===== src/hw/rtl/avs_pkg.sv =====
// shared constants, payload types and the cordic arctangent table
`default_nettype none
package avs_pkg;

  localparam int ANGLE_BITS_DEF = 16;

  // cordic datapath
  localparam int CORDIC_STEPS = 28;
  localparam int CS_W         = 34;
  localparam int Z_W          = 32;
  localparam int TRIG_W       = 32;
  localparam int PROD_W       = 48;
  localparam int SUM_W        = 50;
  localparam int MUF_W        = 48;
  localparam int TOT_W        = 50;
  localparam int DISP_W       = 32;
  localparam logic signed [CS_W-1:0] CORDIC_GAIN = 34'sd652032874;

  // divide by three through a reciprocal, exact for values below 2^20
  localparam logic [19:0] DIV3_RECIP = 20'd699051;
  localparam int          DIV3_SHIFT = 21;

  // noise amplitude path
  localparam int VAR_W  = 34;
  localparam int ROOT_W = 17;
  localparam int REM_W  = 21;
  localparam logic [29:0] INV_TWO_PI = 30'd683565276;

  // pipeline depth: lane stages end at LANE_LAT, merge adds MERGE_LAT
  localparam int LANE_LAT  = CORDIC_STEPS + 2;
  localparam int MERGE_LAT = 7;
  localparam int LAST_STG  = LANE_LAT + MERGE_LAT;

  // configuration register map
  localparam int CFG_IDX_W = 1;
  localparam logic [CFG_IDX_W-1:0] REG_TIME_STEP = 1'b0;
  localparam logic [CFG_IDX_W-1:0] REG_MOBILITY  = 1'b1;
  localparam logic [15:0] TIME_STEP_RST = 16'd655;
  localparam logic [15:0] MOBILITY_RST  = 16'd256;

  localparam logic MODE_VERTEX = 1'b0;
  localparam logic MODE_CELL   = 1'b1;

  typedef struct packed {
    logic               mode;
    logic signed [31:0] force_x;
    logic signed [31:0] force_y;
    logic [15:0]        speed_a;
    logic [15:0]        speed_b;
    logic [15:0]        speed_c;
    logic [15:0]        angle_a;
    logic [15:0]        angle_b;
    logic [15:0]        angle_c;
    logic [15:0]        rot_diffusion;
    logic signed [15:0] noise;
  } item_t;

  typedef struct packed {
    logic signed [31:0] disp_x;
    logic signed [31:0] disp_y;
    logic [15:0]        new_angle;
  } result_t;

  // arctangent of 2^-i in units of 2^-32 turn
  function automatic logic [Z_W-1:0] atan_turn(input int unsigned idx);
    case (idx)
      0:  return 32'd536870912;
      1:  return 32'd316933406;
      2:  return 32'd167458907;
      3:  return 32'd85004756;
      4:  return 32'd42667331;
      5:  return 32'd21354465;
      6:  return 32'd10679838;
      7:  return 32'd5340245;
      8:  return 32'd2670163;
      9:  return 32'd1335087;
      10: return 32'd667544;
      11: return 32'd333772;
      12: return 32'd166886;
      13: return 32'd83443;
      14: return 32'd41722;
      15: return 32'd20861;
      16: return 32'd10430;
      17: return 32'd5215;
      18: return 32'd2608;
      19: return 32'd1304;
      20: return 32'd652;
      21: return 32'd326;
      22: return 32'd163;
      23: return 32'd81;
      24: return 32'd41;
      25: return 32'd20;
      26: return 32'd10;
      27: return 32'd5;
      default: return '0;
    endcase
  endfunction

endpackage
`default_nettype wire


===== src/hw/rtl/avs_sqrt_pipe.sv =====
// pipelined restoring integer square root, one result bit per stage
`default_nettype none
module avs_sqrt_pipe (
  input  wire logic                         clk,
  input  wire logic                         en,
  input  wire logic [avs_pkg::VAR_W-1:0]    radicand,
  output logic [avs_pkg::ROOT_W-1:0]        root
);
  import avs_pkg::*;

  logic [VAR_W-1:0]  v_q [1:ROOT_W];
  logic [ROOT_W-1:0] q_q [1:ROOT_W];
  logic [REM_W-1:0]  r_q [1:ROOT_W];

  for (genvar j = 0; j < ROOT_W; j++) begin : g_bit
    logic [VAR_W-1:0]  v_c;
    logic [ROOT_W-1:0] q_c;
    logic [REM_W-1:0]  r_c, r_sh, trial;
    if (j == 0) begin : g_first
      assign v_c = radicand;
      assign q_c = '0;
      assign r_c = '0;
    end else begin : g_next
      assign v_c = v_q[j];
      assign q_c = q_q[j];
      assign r_c = r_q[j];
    end
    // bring down the next two radicand bits
    assign r_sh  = {r_c[REM_W-3:0], v_c[VAR_W-1 -: 2]};
    assign trial = {{(REM_W-ROOT_W-2){1'b0}}, q_c, 2'b01};
    always_ff @(posedge clk) begin
      if (en) begin
        v_q[j+1] <= {v_c[VAR_W-3:0], 2'b00};
        if (r_sh >= trial) begin
          r_q[j+1] <= r_sh - trial;
          q_q[j+1] <= {q_c[ROOT_W-2:0], 1'b1};
        end else begin
          r_q[j+1] <= r_sh;
          q_q[j+1] <= {q_c[ROOT_W-2:0], 1'b0};
        end
      end
    end
  end

  assign root = q_q[ROOT_W];
endmodule
`default_nettype wire


===== config.mk =====
export PLATFORM = sky130hd
export DESIGN_NAME = avs_sqrt_pipe
export DESIGN_NICKNAME = d
export VERILOG_FILES = /design/src/hw/rtl/avs_pkg.sv /design/src/hw/rtl/avs_sqrt_pipe.sv
export SDC_FILE = /design/constraint.sdc
export NUM_CORES = 1
export LEC_CHECK = 0
export ABC_AREA = 0
export CAP_MARGIN = 20
export CORE_AREA = 2 2 322 356
export DETAILED_ROUTE_END_ITERATION = 8
export DIE_AREA = 0 0 324 358
export DONT_BUFFER_PORTS = 1
export GPL_TIMING_DRIVEN = 0
export MAX_ROUTING_LAYER = met4
export PLACE_DENSITY = 0.49
export SLEW_MARGIN = 5
export SYNTH_ARGS = -nofsm -noshare
export SYNTH_HDL_FRONTEND = slang
export SYNTH_SLANG_ARGS = --single-unit

===== constraint.sdc =====
create_clock -name clk -period 2.85 [get_ports clk]
set_input_delay 0.4275 -clock clk [delete_from_list [all_inputs] [get_ports clk]]
set_output_delay 0.4275 -clock clk [all_outputs]
set_load 0.02 [all_outputs]

# After elaboration in Yosys (flattened, before gate mapping)
# Memory sizes are Yosys's and may differ from the RTL's.
# Index checks and enable logic that the tools add are counted.
# Widths: inputs -> output; s select.
# totals
ff_bits,0
ramBits,1190
inputBits,36
out_inout_bits,17
elab_cells,209
memories,3
# classes
add_sub_neg,17
n_lt_le_gt_ge,17
n_mux,138
bitwise_logic,34
# memory_table
name,words,word_bits,rd,rd_clocked_by_memory_dff,wr,line_no,text
v_q,17,32,16,0,17,avs_sqrt_pipe.sv:11,logic [VAR_W-1:0] v_q [1:ROOT_W];
r_q,17,21,16,0,17,avs_sqrt_pipe.sv:13,logic [REM_W-1:0] r_q [1:ROOT_W];
q_q,17,17,17,0,17,avs_sqrt_pipe.sv:12,logic [ROOT_W-1:0] q_q [1:ROOT_W];
# ops
cell,n
$mux 21,17
$ge 21x19->1,16
$sub 21x19->21,16
$mux 17,17
$mux 1,104
$or 1x1->1,34
$sub 2x1->3 const B,1
$ge 2x1->1 const B,1

# Longest topological paths before layout
# Gate-level depths: netlist (run 1).
# An unclocked memory read counts as a cell.
# logic_depth
ltp_word,6
ltp_mapped,11
mapped_depth_nobuf,11

# Worst setup path after synthesis (run 1)
# No wires, ideal clock.
# synth_path
path_kind,reg-to-reg
start,reg q_q[0][259] (netlist name)
end,reg r_q[0][346] (netlist name)
setup_ps,260
arrival_time_ps,2469
t_required_ps,2590
slack_ps,121
stages_incl_launch_ff,11
path_buffers,2
synth_period_minus_slack_ps,2729
cell_sequence,edfxtp_1 inv_1 ha_1 clkbuf_1 a2111oi_0 o21ai_0 nand3_1 a21oi_1 nor2_2 buf_2 mux2_2

==> run_results.csv, run 1 <==
group,metric,value,unit
place,pre_cts_slack,-682.2,ps
routing,drc,0,
yosys,synth_largest_area_cell,"edfxtp_1",
power_and_ir_drop,p_clk_share,37.4,%
yosys,ys_seq_elements,707,
place,dp_hpwl,50120,um
yosys,yosysMostFrequentCell,"edfxtp_1",
yosys,postSynthCellCount,2585,
timing,relSlewSlack,39.98,%
place,gp_congestion,0.9802,
cts,cts.path.max_buffers,3,
yosys,async_flop_share,0,%
yosys,ys_seq_area_share,63.31,%
outcome,violations,"hold timing",
timing,fin_skew,56.53,ps
routing,vias_per_cell,4.725,
power_and_ir_drop,p_leak,14.57,nW
critical_path,end_kind,"flop",
timing,hold_ws,-95.99,ps
cts,clk_latency,660,ps
floorplan,rows,129,
cts,cts_tree,"built",
routing,postRouteAntennaNets,0,
critical_path,crit_type,"flop to flop",
power_and_ir_drop,switching_share,25.72,%
yosys,yosysTopAreaCellShare,63.31,%
floorplan,dieArea,116000,um^2
global_routing,grt_overflow,0,
global_routing,grt_pass1_vias,20740,
layout,layout.nets,2939,
timing,finalSetupViolations,0,
global_routing,grt_pass1_wl,110300,um
routing,first_pass_iters,5,
timing,rsz0062_at_grt,"true",
routing,first_iter_violations,1202,
routing,postRouteWirelength,68710,um
critical_path,arrival,3180,ps
yosys,ys.flop_type,"edfxtp_1",
layout,synthToLayoutAreaGrowth,16.94,%
yosys,ys_warn_count,0,
critical_path,worstPathMaxFanout,8,
power_and_ir_drop,power_frac_comb,14.3,%
floorplan,fp.coreArea,112200,um^2
timing,min_period_over_period,97.43,%
timing,layout_setup_ws,73.37,ps
floorplan,die_h,358,um
power_and_ir_drop,power_frac_seq,48.3,%
outcome,status,"complete, but fails checks",
yosys,synth_fp_nets,2793,
run,maxCapViolCount,0,
power_and_ir_drop,p_sw,0.007159,W
yosys,ys_top_cells_by_count,"707 x edfxtp_1, 218 x inv_1, 172 x ha_1",
routing,vias,20340,
global_routing,grt_start_max_net_pins,274,
power_and_ir_drop,pwr_density_cell,709.7,nW/um^2
yosys,yosys.cell_types.count,90,
timing,fmax,0.3601,GHz
cts,cts_buffers,82,
layout,fillers,10860,
floorplan,start_util,29.89,%
cts,htree_levels,3,
timing,period_minus_slack,2777,ps
yosys,synth_area,33530,um^2
layout,fin_util,34.96,%
cts,cts_sinks,707,
global_routing,track_usage,12.32,%
routing,wl_per_cell,15.96,um
floorplan,io_pins,53,
timing,finalHoldViolCount,118,
timing,final.setup.tns,0,ps
floorplan,die_x,324,um
place,io_buffer_count,0,
hold_path,hold_path.class,"primary input to flop",
cts,cts_hold_buf,34,
layout,antenna_cells,0,
power_and_ir_drop,ir_drop,459.5,uV
yosys,synth_edf_count,707,
yosys,syn-mean-instance-area,12.97,um^2
cts,cts_root_buf,"clkbuf_16",
critical_path,required,3260,ps
timing,slew_viol_final,0,
global_routing,antenna_found_initial,0,
yosys,synth_area_leaders,"edfxtp_1 63%, ha_1 6.4%, xnor2_1 2.8%, xor2_1 2.5%, inv_1 2.4%",
cts,clk_pin_slew,60,ps
critical_path,critPathLaunchType,"flop",
power_and_ir_drop,internal_power,0.02067,W
layout,layout-drive-gt1-share,11.36,%
timing,tightest_slew,894.9,ps
==> final cells by class <==
| class | instances | area [um^2] | share of cell area (%) |
|---|---|---|---|
| timing repair buffer | 69 | 691.9 | 1.764 |
| multi-input combinational | 1596 | 11580 | 29.52 |
| clock buffer | 92 | 2090 | 5.328 |
| sequential | 707 | 21230 | 54.14 |
| clock inverter | 61 | 619.3 | 1.579 |
| buffer | 54 | 291.5 | 0.7434 |
| inverter | 221 | 830.8 | 2.119 |
| tap | 1506 | 1884 | 4.805 |
==> critical path: stages, from the launching register on <==
cell      delay [ps]
edfxtp_1         420
or4_4            580
or3_4            340
buf_6            140
nor4_4           300
and4b_1          300
buf_6            150
mux2_4           300
==> cell families after synthesis <==
group / after synthesis / synth area share, %
flops: 707 / 63.31
simple gates: 680 / 10.65
compound gates: 504 / 9.858
buf+inv: 283 / 3.272
xor+xnor: 201 / 5.250
fa+ha+maj: 172 / 6.417
mux: 38 / 1.242
==> registers in the layout, summed over array words and instances (netlist names) <==
signal and count:
r_q 282, q_q 153, v_q 272
==> metrics by stage <==
step / instances / power [W] / cell area [um^2]
2_1_floorplan: 2585 / 0.01634 / 33530
3_3_place_gp: 4091 / 0.01735 / 35420
3_5_place_dp: 4101 / 0.01747 / 35590
4_1_cts: 4292 / 0.02818 / 38890
5_1_grt: 4306 / 0.02924 / 39220
6_report: 4306 / 0.02783 / 39220
==> worst paths after layout <==
| path | start | endpoint | slack [ps] | depth (start not counted) |
|---|---|---|---|---|
| worst max-delay path | r_q[0][111]$_DFFE_PP_ | r_q[0][129]$_DFFE_PP_ | 70 | 7 |
| worst min-delay path | en | v_q[0][32]$_DFFE_PP_ | -100 | 0 |
| worst max register to register | r_q[0][111]$_DFFE_PP_ | r_q[0][129]$_DFFE_PP_ | 70 | 7 |
| worst min register to register | v_q[0][308]$_DFFE_PP_ | v_q[0][342]$_DFFE_PP_ | 410 | 0 |
==> what timing repair did <==
| action | 4_1_cts | 5_1_grt |
|---|---|---|
| buffers inserted | 5 | 19 |
| cloned | 0 | 1 |
| pin swaps | 2 | 13 |
| hold endpoints to repair | 306 | 272 |
| endpoints found under the setup margin | 139 | 134 |
| resized for setup | 56 | 55 |
==> per-layer routing <==
| layer | GRT usage [%] | vias to the layer above | wire (um) |
|---|---|---|---|
| met5 | - | - | 0 |
| met1 | 14.11 | 9789 | 28890 |
| met4 | 5.880 | 0 | 2822 |
| met2 | 20.97 | 392 | 34470 |
| li1 | - | 9986 | - |
| met3 | 2.050 | 177 | 2529 |
==> power groups by stage <==
stage	Clock (W)	Combinational (W)	Sequential, W
after CTS	0.0108	0.00392	0.0135
after detailed placement	0	0.00380	0.0137
after floorplan	0	0.00295	0.0134
final	0.0104	0.00398	0.0134
after global routing	0.0112	0.00445	0.0136
after global placement	0	0.00369	0.0137
==> placed cells by master, fill, tap and decap left out, types with 49 or more instances in the layout <==
cell type,Yosys,routed
a21oi_1,139,134
clkbuf_16,0,82
edfxtp_1,707,707
ha_1,172,168
inv_1,218,218
nand2_1,139,138
nand3_1,51,49
nor2_1,167,165
nor3_1,64,58
o21ai_0,107,98
xnor2_1,106,106
xor2_1,95,95
(Power assumes the default switching activity.)
==> run 2, diff against run 1 <==
--- a/config.mk
+++ b/config.mk
@@ -14,6 +14,7 @@
 export GPL_TIMING_DRIVEN = 0
 export MAX_ROUTING_LAYER = met4
 export PLACE_DENSITY = 0.49
+export REMOVE_ABC_BUFFERS = 1
 export SLEW_MARGIN = 5
 export SYNTH_ARGS = -nofsm -noshare
 export SYNTH_HDL_FRONTEND = slang
==> run_results.csv, run 2 (synthesized netlist as in run 1, its figures left out) <==
group,metric,value,unit
outcome,status,"complete, but fails checks",
outcome,violations,"slew limit, setup timing",
timing,hold_ws,93.63,ps
routing,first_iter_violations,1225,
routing,first_pass_iters,7,
critical_path,required,3240,ps
hold_path,whs_path_depth,2,
cts,clk_latency,660,ps
critical_path,cp_slowest_cell,"o2111a_1",
routing,vias,19950,
floorplan,io_pins,53,
timing,relSlewSlack,-168.5,%
power_and_ir_drop,power.total,0.02753,W
timing,slew_viol_final,579,
critical_path,cp_slowest_stage_delay,1200,ps
timing,fin_skew,33.26,ps
cts,cts.path.max_buffers,3,
timing,tightest_slew,4027,ps
critical_path,worstPathMaxFanout,717,
run,maxCapViolCount,0,
layout,antenna_cells,0,
critical_path,ff2ff_setup_slack,100,ps
routing,wl_per_cell,15.05,um
global_routing,track_usage,11.25,%
critical_path,r2r_start,"r_q[0][274]$_DFFE_PP_",
layout,synthToLayoutAreaGrowth,15.61,%
power_and_ir_drop,pwr_density_cell,710.0,nW/um^2
critical_path,r2r-end,"r_q[0][310]$_DFFE_PP_",
timing,min_period_over_period,146.2,%
timing,finalSetupViolations,396,
layout,largest_register_ffs,282,
critical_path,crit_type,"primary input to flop",
floorplan,die_x,324,um
timing,finalHoldViolCount,0,
power_and_ir_drop,p_leak,14.35,nW
place,dp_hpwl,43290,um
hold_path,min_to,"r_q[0][21]$_DFFE_PP_",
hold_path,hold_path.class,"primary input to flop",
layout,fin_cells,4244,
cts,cts_tree,"built",
global_routing,grt_overflow,0,
floorplan,dieArea,116000,um^2
cts,clk_pin_slew,60,ps
critical_path,critPathBufInv,0,
layout,layout-drive-gt1-share,9.240,%
layout,final_cell_mix,"707 x edfxtp_1, 218 x inv_1, 167 x ha_1, 165 x nor2_1, 138 x nand2_1",
critical_path,r2r_cells,7,
power_and_ir_drop,ir_drop,501.6,uV
routing,postRouteWirelength,63850,um
cts,cts_sinks,707,
layout,mostFrequentLayoutCell,"edfxtp_1",
critical_path,critPathLaunchType,"primary input",
critical_path,end_kind,"flop",
routing,postRouteAntennaNets,0,
place,gp_congestion,0.8814,
critical_path,crit_family,"compound AO/OA/AOI/OAI gates",
critical_path,cp_cell_sequence,"o2111a_1 -> nand4_1 -> nand3b_1 -> or3_1 -> xnor2_1",
routing,drc,0,
floorplan,die_h,358,um
layout,layout.nets,2878,
floorplan,fp.coreArea,112200,um^2
global_routing,grt_pass1_vias,19950,
critical_path,arrival,4550,ps
global_routing,grt_start_max_net_pins,728,
hold_path,hp-start,"radicand[32]",
timing,layout_setup_ws,-1318,ps
place,dp.cells,4031,
timing,period_minus_slack,4168,ps
routing,vias_per_cell,4.701,
cts,cts_root_buf,"clkbuf_16",
layout,top_regs,"r_q x282, v_q x272, q_q x153",
layout,top_register,"r_q",
cts,cts_buffers,81,
floorplan,rows,129,
timing,fmax,0.2399,GHz
floorplan,start_util,29.89,%
global_routing,antenna_found_initial,1,
cts,htree_levels,3,
place,io_buffer_count,0,
global_routing,grt_pass1_wl,102800,um
timing,final.setup.tns,-164220,ps
==> run 2: cell types whose count changed in the layout (fill, tap and decap cells not counted), sizes merged <==
cell / delta
clkinv: -5
nor2: -1
and4bb: +1
clkinvlp: -7
clkbuf: -30
inv: +1
buf: -21
==> run 2: layout make-up <==
cell class	instances	area [um^2]
clock inverters	50	539.3
clock buffers	101	2102
fillers	10900	73410
repair buffers	63	603.1
well taps	1506	1884
inverters	221	842.1
flip-flops and latches	707	21230
multi-input cells	1596	11570
==> run 2: layer usage <==
layer	GRT usage (%)	share of wire, %
met1	13.63	44
met2	18.39	49
met3	2.084	3.8
met4	4.769	3.3
met5	-	0
==> run 2: report_power, final <==
part	leakage (nW)	switching (W)	internal (W)
clock network	1.28	0.00417	0.00611
registers	6.76	0.000658	0.0128
logic	6.31	0.00205	0.00171
==> run 2: repair_timing <==
action,in CTS,in global routing
setup endpoints to repair,138,90
setup buffers,16,11
hold buffers,33,1
pin swaps,5,11
endpoints found under the hold margin,33,11
gates cloned,0,1
gates resized for setup,37,41
==> run 2: worst register-to-register path, stage by stage, from the launching register on <==
cell and delay, ps:
edfxtp_1 410, ha_2 410, o211ai_1 210, a2111oi_4 450, o21a_2 260, and4bb_4 320
nor4b_2 300, xor2_1 110
==> run 2: worst max path at each step <==
stage	end	depth (start not counted)	startpoint	slack [ps]
finish	r_q[0][71]$_DFFE_PP_	5	en	-1320
global route	r_q[0][201]$_DFFE_PP_	8	q_q[0][139]$_DFFE_PP_	-30
CTS	r_q[0][149]$_DFFE_PP_	5	r_q[0][134]$_DFFE_PP_	3
detailed placement	r_q[0][240]$_DFFE_PP_	6	en	-1280
global placement	r_q[0][172]$_DFFE_PP_	7	q_q[0][120]$_DFFE_PP_	-1350
floorplan	r_q[0][172]$_DFFE_PP_	6	r_q[0][148]$_DFFE_PP_	-530
==> run 2: stage by stage <==
step                      worst slack [ps]  util (%)  area, um^2
after global routing                -27.72     34.56       38770
after CTS                            3.099     34.27       38450
after floorplan                     -534.4         -       33270
after global placement               -1355     31.34       35150
final                                -1318     34.56       38770
after detailed placement             -1284     31.36       35180
